### src/sv/johnson_all_pairs_shortest_paths_core_macros.svh
// Assertion macros for the core RTL file.
`ifndef JOHNSON_ALL_PAIRS_SHORTEST_PATHS_CORE_MACROS_SVH
`define JOHNSON_ALL_PAIRS_SHORTEST_PATHS_CORE_MACROS_SVH
`ifndef ASSERT_OFF
`define JAP_ASSERT(label, clk, rst_n, prop, msg) \
	label: assert property (@(posedge clk) disable iff (!rst_n) prop) else $error(msg);
`define JAP_ASSERT_NEVER(label, clk, rst_n, cond, msg) \
	label: assert property (@(posedge clk) disable iff (!rst_n) !(cond)) else $error(msg);
`else
`define JAP_ASSERT(label, clk, rst_n, prop, msg)
`define JAP_ASSERT_NEVER(label, clk, rst_n, cond, msg)
`endif
`endif

### src/sv/jap_ram.sv
module jap_ram #(
	parameter int WIDTH = 8,
	parameter int DEPTH = 16
) (
	input  logic                  clk,
	input  logic                  we,
	input  logic [((DEPTH > 1) ? $clog2(DEPTH) : 1)-1:0] waddr,
	input  logic [WIDTH-1:0]      wdata,
	input  logic [((DEPTH > 1) ? $clog2(DEPTH) : 1)-1:0] raddr,
	output logic [WIDTH-1:0]      rdata
);

	logic [WIDTH-1:0] mem [DEPTH];

	always_ff @(posedge clk) begin
		if (we) begin
			mem[waddr] <= wdata;
		end
		rdata <= mem[raddr];
	end

endmodule

### config.mk
export PLATFORM = sky130hd
export DESIGN_NAME = jap_ram
export DESIGN_NICKNAME = d
export VERILOG_FILES = /design/src/sv/johnson_all_pairs_shortest_paths_core_macros.svh /design/src/sv/jap_ram.sv
export SDC_FILE = /design/constraint.sdc
export NUM_CORES = 1
export LEC_CHECK = 0
export BUFFER_PORTS_ARGS = -buffer_cell sky130_fd_sc_hd__buf_2
export CORE_MARGIN = 5
export CORE_UTILIZATION = 51
export DETAILED_ROUTE_END_ITERATION = 12
export MAX_ROUTING_LAYER = met4
export PLACE_DENSITY = 0.67
export SLEW_MARGIN = 15
export SYNTH_ARGS = -nofsm -noshare
export SYNTH_HDL_FRONTEND = slang
export SYNTH_SLANG_ARGS = --single-unit
### constraint.sdc
create_clock -name clk -period 2.15 [get_ports clk]
set_input_delay 0.43 -clock clk [delete_from_list [all_inputs] [get_ports clk]]
set_output_delay 0.43 -clock clk [all_outputs]
set_load 0.02 [all_outputs]
==> key figures, run 1 <==
Final layout
  • Inserted Diodes: 0
  • Final nets: 301
  • Area Overhead vs Synth: 19.0%
  • Fin util: 0.624
  • Share of cells above drive strength 1: 0.314

Critical path
  • Type of the worst setup path: flip-flop to output pin
  • Crit Path Max Fanout: 1
  • CP Launch Type: flip-flop
  • Delay of the slowest critical-path stage: approximately 0.35 ns
  • Worst Path Arrival: approximately 1.0 ns
  • FF-to-FF setup slack: 0.75 ns
  • Data required, critical path: between 1.5 and 2 ns
  • Critical Path Sink Type: output pin
  • Top Family by Delay on Critical Path: flip-flops
  • CP max-delay cell: dfxtp_1
  • Crit path cell chain: buf_2
  • CP bufs+invs: 1

Detailed routing
  • DRT iter0 DRCs: 167
  • Drt pass-1 iters: 4
  • Routed Antenna Nets: 0
  • DR vias: between 2k and 2.5k
  • Vias/cell: 5.64
  • DRC Markers: 0
  • Avg WL per Cell: roughly 22 um
  • Routed wire length: between 9000 and 10000 um

STA
  • Endpoints failing setup: 0
  • Slew margin rel.: 0.749
  • Slew Limit Fails: 0
  • RSZ-0062 raised after global routing: no
  • Hold_ws: around 0.3 ns
  • Fmax: 686 MHz
  • Setup TNS: 0 ns
  • Actual slew at the worst max-slew pin: between 0.3 and 0.4 ns
  • Fin crit share: 0.678
  • Period minus WS final: 1.46 ns
  • Final hold viol count: 0
  • Clock Skews: 0.00705 ns

Floorplanning
  • Site row count: 36
  • IO Pins: 26
  • Die height: roughly 110 um
  • Die footprint: 0.0122 sq mm
  • Initial core utilization: 0.524
  • Chip width: approximately 110 um
  • Core Area: just under 0.01 sq mm

Global routing
  • Gr usage total: 0.174
  • Largest net degree at the start of global routing: 33
  • First-pass GRT wire length: approximately 15000 um
  • Gr ovfl total: 0
  • Vias in the first global route: around 2.5k
  • Initial antenna violation count: 0

Hold path
  • Type of the most critical hold path: input pin to flip-flop

Place
  • Detailed placement HPWL: between 5000 and 6000 um
  • GPL Wtd Cong: approximately 0.76
  • Port Buffers: 25

Logic synthesis
  • Top_reg_cell synth: edfxtp_1
  • Synth area leader: edfxtp_1
  • #FFs+latches synth: 136
  • Area fraction of the dominant cell type after synthesis: 0.747
  • Sequential share of the synthesized area: 0.778
  • Post-Syn Area: just over 0.005 sq mm
  • Mapped Cells: around 230
  • Count of cell types in the netlist: 19
  • Syn Area/Cell: 22.5 sq um
  • Synth warnings: 0
  • Most frequent cells after synthesis: 128 x edfxtp_1, 18 x mux4_2, 16 x a22oi_1
  • Top cells by area, synth: edfxtp_1 75%, mux4_2 7.9%, mux4_1 7.1%, dfxtp_1 3.1%, a22oi_1 2.3%
  • Most common cell in the netlist: edfxtp_1
  • Async SR Flop Fraction: 0
  • EDFF count, synth: roughly 130
  • Synth Net Count: roughly 250

Pwr
  • Peak supply drop: 640 uV
  • PwrDens: 1000 mW/mm^2
  • P_leak: around 2.1 nW

Job
  • Max-Cap Viols: 0

Clock network
  • Clk buf depth: 2
  • Clock slew at the register clock pins of the worst setup and hold paths: ~0.06 ns
  • Clock buffer count from CTS: 17
  • CTS resizes: 0
  • Hold Buf Count CTS: 0
  • Root Buffer: clkbuf_8
  • Post CTS Setup Buffer Count: 0
  • CTS tree: done
  • H-tree levels: 4
  • Clock Latency Late Sink: 0.51 ns
  • Clk sinks: 136

Outcome
  • Outcome: completed
-- sequential cells by signal, summed over array words and instances (netlist names) --
register / cells
mem: 128
rdata: 8
-- metal layers --
metal  GRT usage  routed length [um]  vias up
li1            -                   -     1078
met1       0.233                4300     1260
met2       0.253                4600       73
met3      0.0498                 436       10
met4      0.0706                 140        0
met5           -                   0        -
-- final timing paths --
path               from          to  cells past startpoint
max reg2reg   mem[1][5]    rdata[5]                      3
max            rdata[6]    rdata[6]                      1
min            wdata[1]  mem[13][1]                      1
min reg2reg  mem[11][2]    rdata[2]                      3
-- cell type report --
class | count | area (sq um)
Clock buffer | 17 | 414
Clock inverter | 15 | 183
Fill cell | 715 | 3690
Multi-Input combinational cell | 83 | 1060
Sequential cell | 136 | 4000
Tap cell | 133 | 166
Timing Repair Buffer | 45 | 300
-- cells in the final DEF (no fill, tap or decap), types with 2 or more instances in the layout --
master / instances
dfxtp_1: 8
nor2_1: 13
nor3_1: 4
clkbuf_16: 16
clkinv_2: 4
nand3b_1: 2
clkinv_1: 3
nand2_1: 9
bufinv_16: 4
clkinvlp_4: 3
mux4_2: 18
edfxtp_1: 128
mux4_1: 14
buf_4: 18
a22oi_1: 16
nand2b_1: 2
buf_12: 2
buf_2: 25
-- logic make-up after synthesis --
logic type	after synthesis	synth area share
and+or+nand+nor	35	0.0318
AOI/OAI and AO/OA	16	0.0233
buffers and inverters	10	0.0168
muxes	32	0.150
DFF	136	0.778
-- report_power, final --
group,switching [mW],internal (mW),leakage [nW]
combinational,0.168,0.120,0.586
sequential,0.0176,2.97,1.22
clock,1.01,1.86,0.286
total,1.19,4.95,2.10
-- stage by stage --
step	power (mW)	std cells	cell area, sq um	worst slack (ns)
final	6.14	429	6120	0.692
after global routing	6.36	429	6120	0.626
after CTS	6.20	429	6120	0.664
after detailed placement	3.33	397	5530	0.212
after global placement	3.32	397	5530	0.232
after floorplan	3.20	229	5150	0.227
Note: power is estimated with default switching activity, not from simulation.
==> run 2, diff against run 1 <==
==> constraint.sdc (replaced) <==
create_clock -name clk -period 1.5 [get_ports clk]
set_input_delay 0.3 -clock clk [delete_from_list [all_inputs] [get_ports clk]]
set_output_delay 0.3 -clock clk [all_outputs]
set_load 0.02 [all_outputs]
==> key figures, run 2 (same netlist as run 1, synthesis figures left out) <==
STA
  • RSZ-0062 raised after global routing: no
  • Setup TNS: 0 ns
  • Slew Limit Fails: 0
  • Fin crit share: 0.921
  • Period minus WS final: 1.38 ns
  • Clock Skews: between 0.005 and 0.006 ns
  • Final hold viol count: 0
  • Endpoints failing setup: 0
  • Hold_ws: 0.174 ns
  • Actual slew at the worst max-slew pin: 0.687 ns
  • Slew margin rel.: 0.540
  • Fmax: 724 MHz
  • Setup WS post-layout: between 0.1 and 0.15 ns

Pwr
  • P_leak: around 2.1 nW
  • Overall power: between 8 and 9 mW
  • PwrDens: between 1000 and 1500 mW/mm^2
  • Peak supply drop: about 650 uV

Global routing
  • Initial antenna violation count: 0
  • Met1 usage: 0.230
  • Largest net degree at the start of global routing: 17
  • Gr usage total: 0.172
  • Gr busiest metal: met2
  • Met3 Use GR: 0.0410
  • M2 GR Usage: 0.261
  • Gr ovfl total: 0
  • Vias in the first global route: 2550
  • First-pass GRT wire length: 14900 um

Detailed routing
  • Routed Antenna Nets: 0
  • DRT iter0 DRCs: 189
  • Avg WL per Cell: ~22 um
  • DR vias: 2379
  • Drt pass-1 iters: 4
  • Vias/cell: approximately 5.5
  • Routed wire length: 9490 um
  • DRC Markers: 0

Critical path
  • FF-to-FF End: rdata[0]
  • Crit path launch: rdata[6]
  • Top Family by Delay on Critical Path: flip-flops
  • Type of the worst setup path: flip-flop to output pin
  • CP bufs+invs: 1
  • CP max-delay cell: dfxtp_1
  • R2R Path Start: mem[2][0]
  • Critical Path Sink Type: output pin
  • R2R depth: 3
  • Data required, critical path: ~1.2 ns
  • FF-to-FF setup slack: 0.12 ns
  • CP Launch Type: flip-flop
  • Delay of the slowest critical-path stage: approximately 0.38 ns
  • Critical path depth: 1
  • Crit path to: rdata[6]
  • Crit path cell chain: buf_2
  • Worst Path Arrival: approximately 1.1 ns
  • Crit Path Max Fanout: 1

Job
  • Max-Cap Viols: 0

Floorplanning
  • Core Area: just under 0.01 sq mm
  • Die footprint: 0.0122 sq mm
  • Initial core utilization: 0.524
  • Chip width: around 110 um
  • Site row count: 36
  • Die height: ~110 um
  • IO Pins: 26

Clock network
  • Clk sinks: around 140
  • Clock slew at the register clock pins of the worst setup and hold paths: around 0.060 ns
  • Clock Latency Late Sink: ~0.50 ns
  • Root Buffer: clkbuf_8
  • CTS tree: done
  • H-tree levels: 4
  • Post CTS Setup Buffer Count: 0
  • Clock buffer count from CTS: 17
  • Hold Buf Count CTS: 0
  • CTS resizes: 0
  • Clk buf depth: 2

Final layout
  • Most frequent cells in the layout: 128 x edfxtp_1, 25 x buf_2, 24 x buf_4, 18 x mux4_2
  • Final non-filler cell area: around 0.0062 sq mm
  • Commonest non-fill, non-tap cell in the layout: edfxtp_1
  • Leading registers by flop count: mem: 128 flops, rdata: 8 flops
  • Non-filler cells, final: 435
  • Fin util: 0.627
  • Biggest register: mem
  • Share of cells above drive strength 1: 0.321
  • Inserted Diodes: 0
  • Area Overhead vs Synth: 19.6%
  • Max reg flops: 128
  • Final nets: around 300

Place
  • Placed instance area: about 0.0056 sq mm
  • Cells after DPL: around 400
  • Pre-CTS WS: -0.256 ns
  • Port Buffers: 25
  • Detailed placement HPWL: 6230 um
  • GPL Wtd Cong: roughly 0.74

Outcome
  • Outcome: completed

Hold path
  • Type of the most critical hold path: input pin to flip-flop
==> run 2: cell count changes in the layout (fill, tap and decap cells not counted), sizes merged <==
cell	delta
buf	+7
clkbuf	+3
bufinv	-1
clkinv	-1
clkinvlp	-1
inv	-1
==> run 2: layer usage <==
layer / up-vias / share of wire
li1: 1091 / -
met5: - / 0
met4: 0 / 0.0093
met2: 67 / 0.51
met1: 1214 / 0.44
met3: 7 / 0.049
==> run 2: how the worst min path moves through the flow <==
| stage | from | endpoint | slack, ns | cells after the start |
|---|---|---|---|---|
| detailed placement | mem[14][1] | rdata[1] | 0.67 | 3 |
| global placement | mem[11][5] | rdata[5] | 0.66 | 3 |
| floorplan | wdata[0] | mem[0][0] | 0.40 | 0 |
| finish | wdata[7] | mem[2][7] | 0.17 | 1 |
| global route | wdata[7] | mem[0][7] | 0.16 | 1 |
| CTS | wdata[7] | mem[15][7] | 0.16 | 1 |
==> run 2: cell type report <==
cell class,instances,area [sq um]
fillers,705,3660
repair buffers,52,365
flip-flops and latches,136,4000
clock inverters,11,131
well taps,133,166
multi-input cells,83,1060
clock buffers,20,425
==> run 2: report_power, final <==
| group | leakage (nW) | total (mW) | switching, mW | internal, mW |
|---|---|---|---|---|
| logic | 0.624 | 0.434 | 0.246 | 0.188 |
| registers | 1.22 | 4.28 | 0.0271 | 4.25 |
| clock network | 0.267 | 3.91 | 1.42 | 2.49 |
| total | 2.12 | 8.62 | 1.69 | 6.93 |
==> run 3, diff against run 2 <==
--- a/config.mk
+++ b/config.mk
@@ -11,6 +11,7 @@
 export DETAILED_ROUTE_END_ITERATION = 12
 export MAX_ROUTING_LAYER = met4
 export PLACE_DENSITY = 0.67
+export REMOVE_ABC_BUFFERS = 1
 export SLEW_MARGIN = 15
 export SYNTH_ARGS = -nofsm -noshare
 export SYNTH_HDL_FRONTEND = slang
==> key figures, run 3 (same netlist as run 1, synthesis figures left out) <==
Outcome
  • Outcome: completed

STA
  • Fin crit share: 0.921
  • RSZ-0062 raised after global routing: no
  • Period minus WS final: about 1.4 ns
  • Clock Skews: ~0.005 ns
  • Fmax: approximately 720 MHz
  • Final hold viol count: 0
  • Slew Limit Fails: 0
  • Endpoints failing setup: 0
  • Actual slew at the worst max-slew pin: roughly 0.73 ns
  • Setup TNS: 0 ns
  • Slew margin rel.: 0.510

Critical path
  • Crit Path Max Fanout: 1
  • Critical Path Sink Type: flip-flop
  • Type of the worst setup path: flip-flop to flip-flop
  • CP Launch Type: flip-flop
  • Crit path launch: mem[1][0]
  • Crit path cell chain: mux4_1 -> a22oi_1 -> nand2_1
  • Worst Path Arrival: between 1.5 and 2 ns
  • R2R Path Start: mem[1][0]
  • Data required, critical path: around 1.9 ns
  • CP max-delay cell: mux4_1
  • Delay of the slowest critical-path stage: 0.50 ns

Floorplanning
  • Die footprint: between 0.01 and 0.015 sq mm
  • IO Pins: 26
  • Site row count: 36
  • Chip width: roughly 110 um
  • Die height: around 110 um
  • Core Area: between 0.009 and 0.01 sq mm
  • Initial core utilization: 0.524

Detailed routing
  • DR vias: 2489
  • Drt pass-1 iters: 4
  • DRT iter0 DRCs: slightly below 200
  • Routed wire length: around 10000 um
  • DRC Markers: 0
  • Avg WL per Cell: 22.8 um
  • Vias/cell: around 5.7
  • Routed Antenna Nets: 0

Final layout
  • Area Overhead vs Synth: 21.0%
  • Non-filler cells, final: 436
  • Commonest non-fill, non-tap cell in the layout: edfxtp_1
  • Most frequent cells in the layout: 128 x edfxtp_1, 25 x buf_2, 23 x buf_4, 18 x mux4_2
  • Max reg flops: 128
  • Leading registers by flop count: mem: 128 flops, rdata: 8 flops
  • Final nets: between 300 and 400
  • Biggest register: mem
  • Inserted Diodes: 0
  • Share of cells above drive strength 1: 0.330

Pwr
  • Overall power: roughly 9 mW
  • Peak supply drop: between 600 and 700 uV
  • P_leak: 2.16 nW
  • PwrDens: between 1000 and 1500 mW/mm^2

Clock network
  • Post CTS Setup Buffer Count: 0
  • Clk buf depth: 2
  • Clock slew at the register clock pins of the worst setup and hold paths: 0.06 ns
  • Clk sinks: 136
  • H-tree levels: 4
  • Clock Latency Late Sink: roughly 0.50 ns
  • Clock buffer count from CTS: 17
  • CTS resizes: 0
  • Hold Buf Count CTS: 0
  • Root Buffer: clkbuf_8
  • CTS tree: done

Hold path
  • Type of the most critical hold path: input pin to flip-flop
  • Min-delay src: wdata[6]

Global routing
  • Gr usage total: 0.179
  • Gr ovfl total: 0
  • Vias in the first global route: between 2k and 3k
  • First-pass GRT wire length: roughly 15000 um
  • Initial antenna violation count: 0
  • Largest net degree at the start of global routing: 20

Place
  • GPL Wtd Cong: approximately 0.8
  • Cells after DPL: about 400
  • Port Buffers: 25
  • Detailed placement HPWL: approximately 6000 um

Job
  • Max-Cap Viols: 0
run 3: final cells by class:
class                   instances  area (sq um)
repair buffers                 52           378
fillers                       688          3590
well taps                     133           166
multi-input cells              83          1060
flip-flops and latches        136          4000
clock inverters                 8           143
clock buffers                  24           480
run 3: path summary, 6_finish.rpt:
| path | slack [ns] | cells after the start | to |
|---|---|---|---|
| max | 0.12 | 3 | rdata[0] |
| min reg2reg | 0.68 | 3 | rdata[6] |
| max reg2reg | 0.12 | 3 | rdata[0] |
| min | 0.18 | 1 | mem[7][6] |
run 3: metal layers:
layer	vias up	GRT usage	share of wire	wire [um]
met5	-	-	0	0
met4	0	0.0673	0.016	164
met3	13	0.0553	0.073	729
met2	100	0.267	0.50	4990
met1	1282	0.233	0.41	4060
li1	1094	-	-	-
run 3: worst max-delay path, delay by kind of cell, from the launching register on:
| family | cells | cell delay (ns) |
|---|---|---|
| simple gates | 1 | 0.08 |
| flops | 1 | 0.35 |
| compound gates | 1 | 0.34 |
| mux | 1 | 0.50 |
run 3: power by group:
part           total [mW]  internal, mW  switching, mW  leakage, nW
combinational       0.439         0.191          0.248        0.628
sequential           4.28          4.25         0.0286         1.22
clock                4.27          2.87           1.40        0.305
run 3: per-stage QoR:
step                      setup slack (ns)  area (sq um)  utilization  hold slack, ns
after detailed placement            -0.242          5610        0.571           0.671
final                                0.118          6230        0.634           0.183
after global placement              -0.234          5610        0.571           0.652
after floorplan                     -0.293          5060            -           0.399
after global routing                0.0600          6230        0.634           0.161
after CTS                            0.113          6230        0.634           0.160
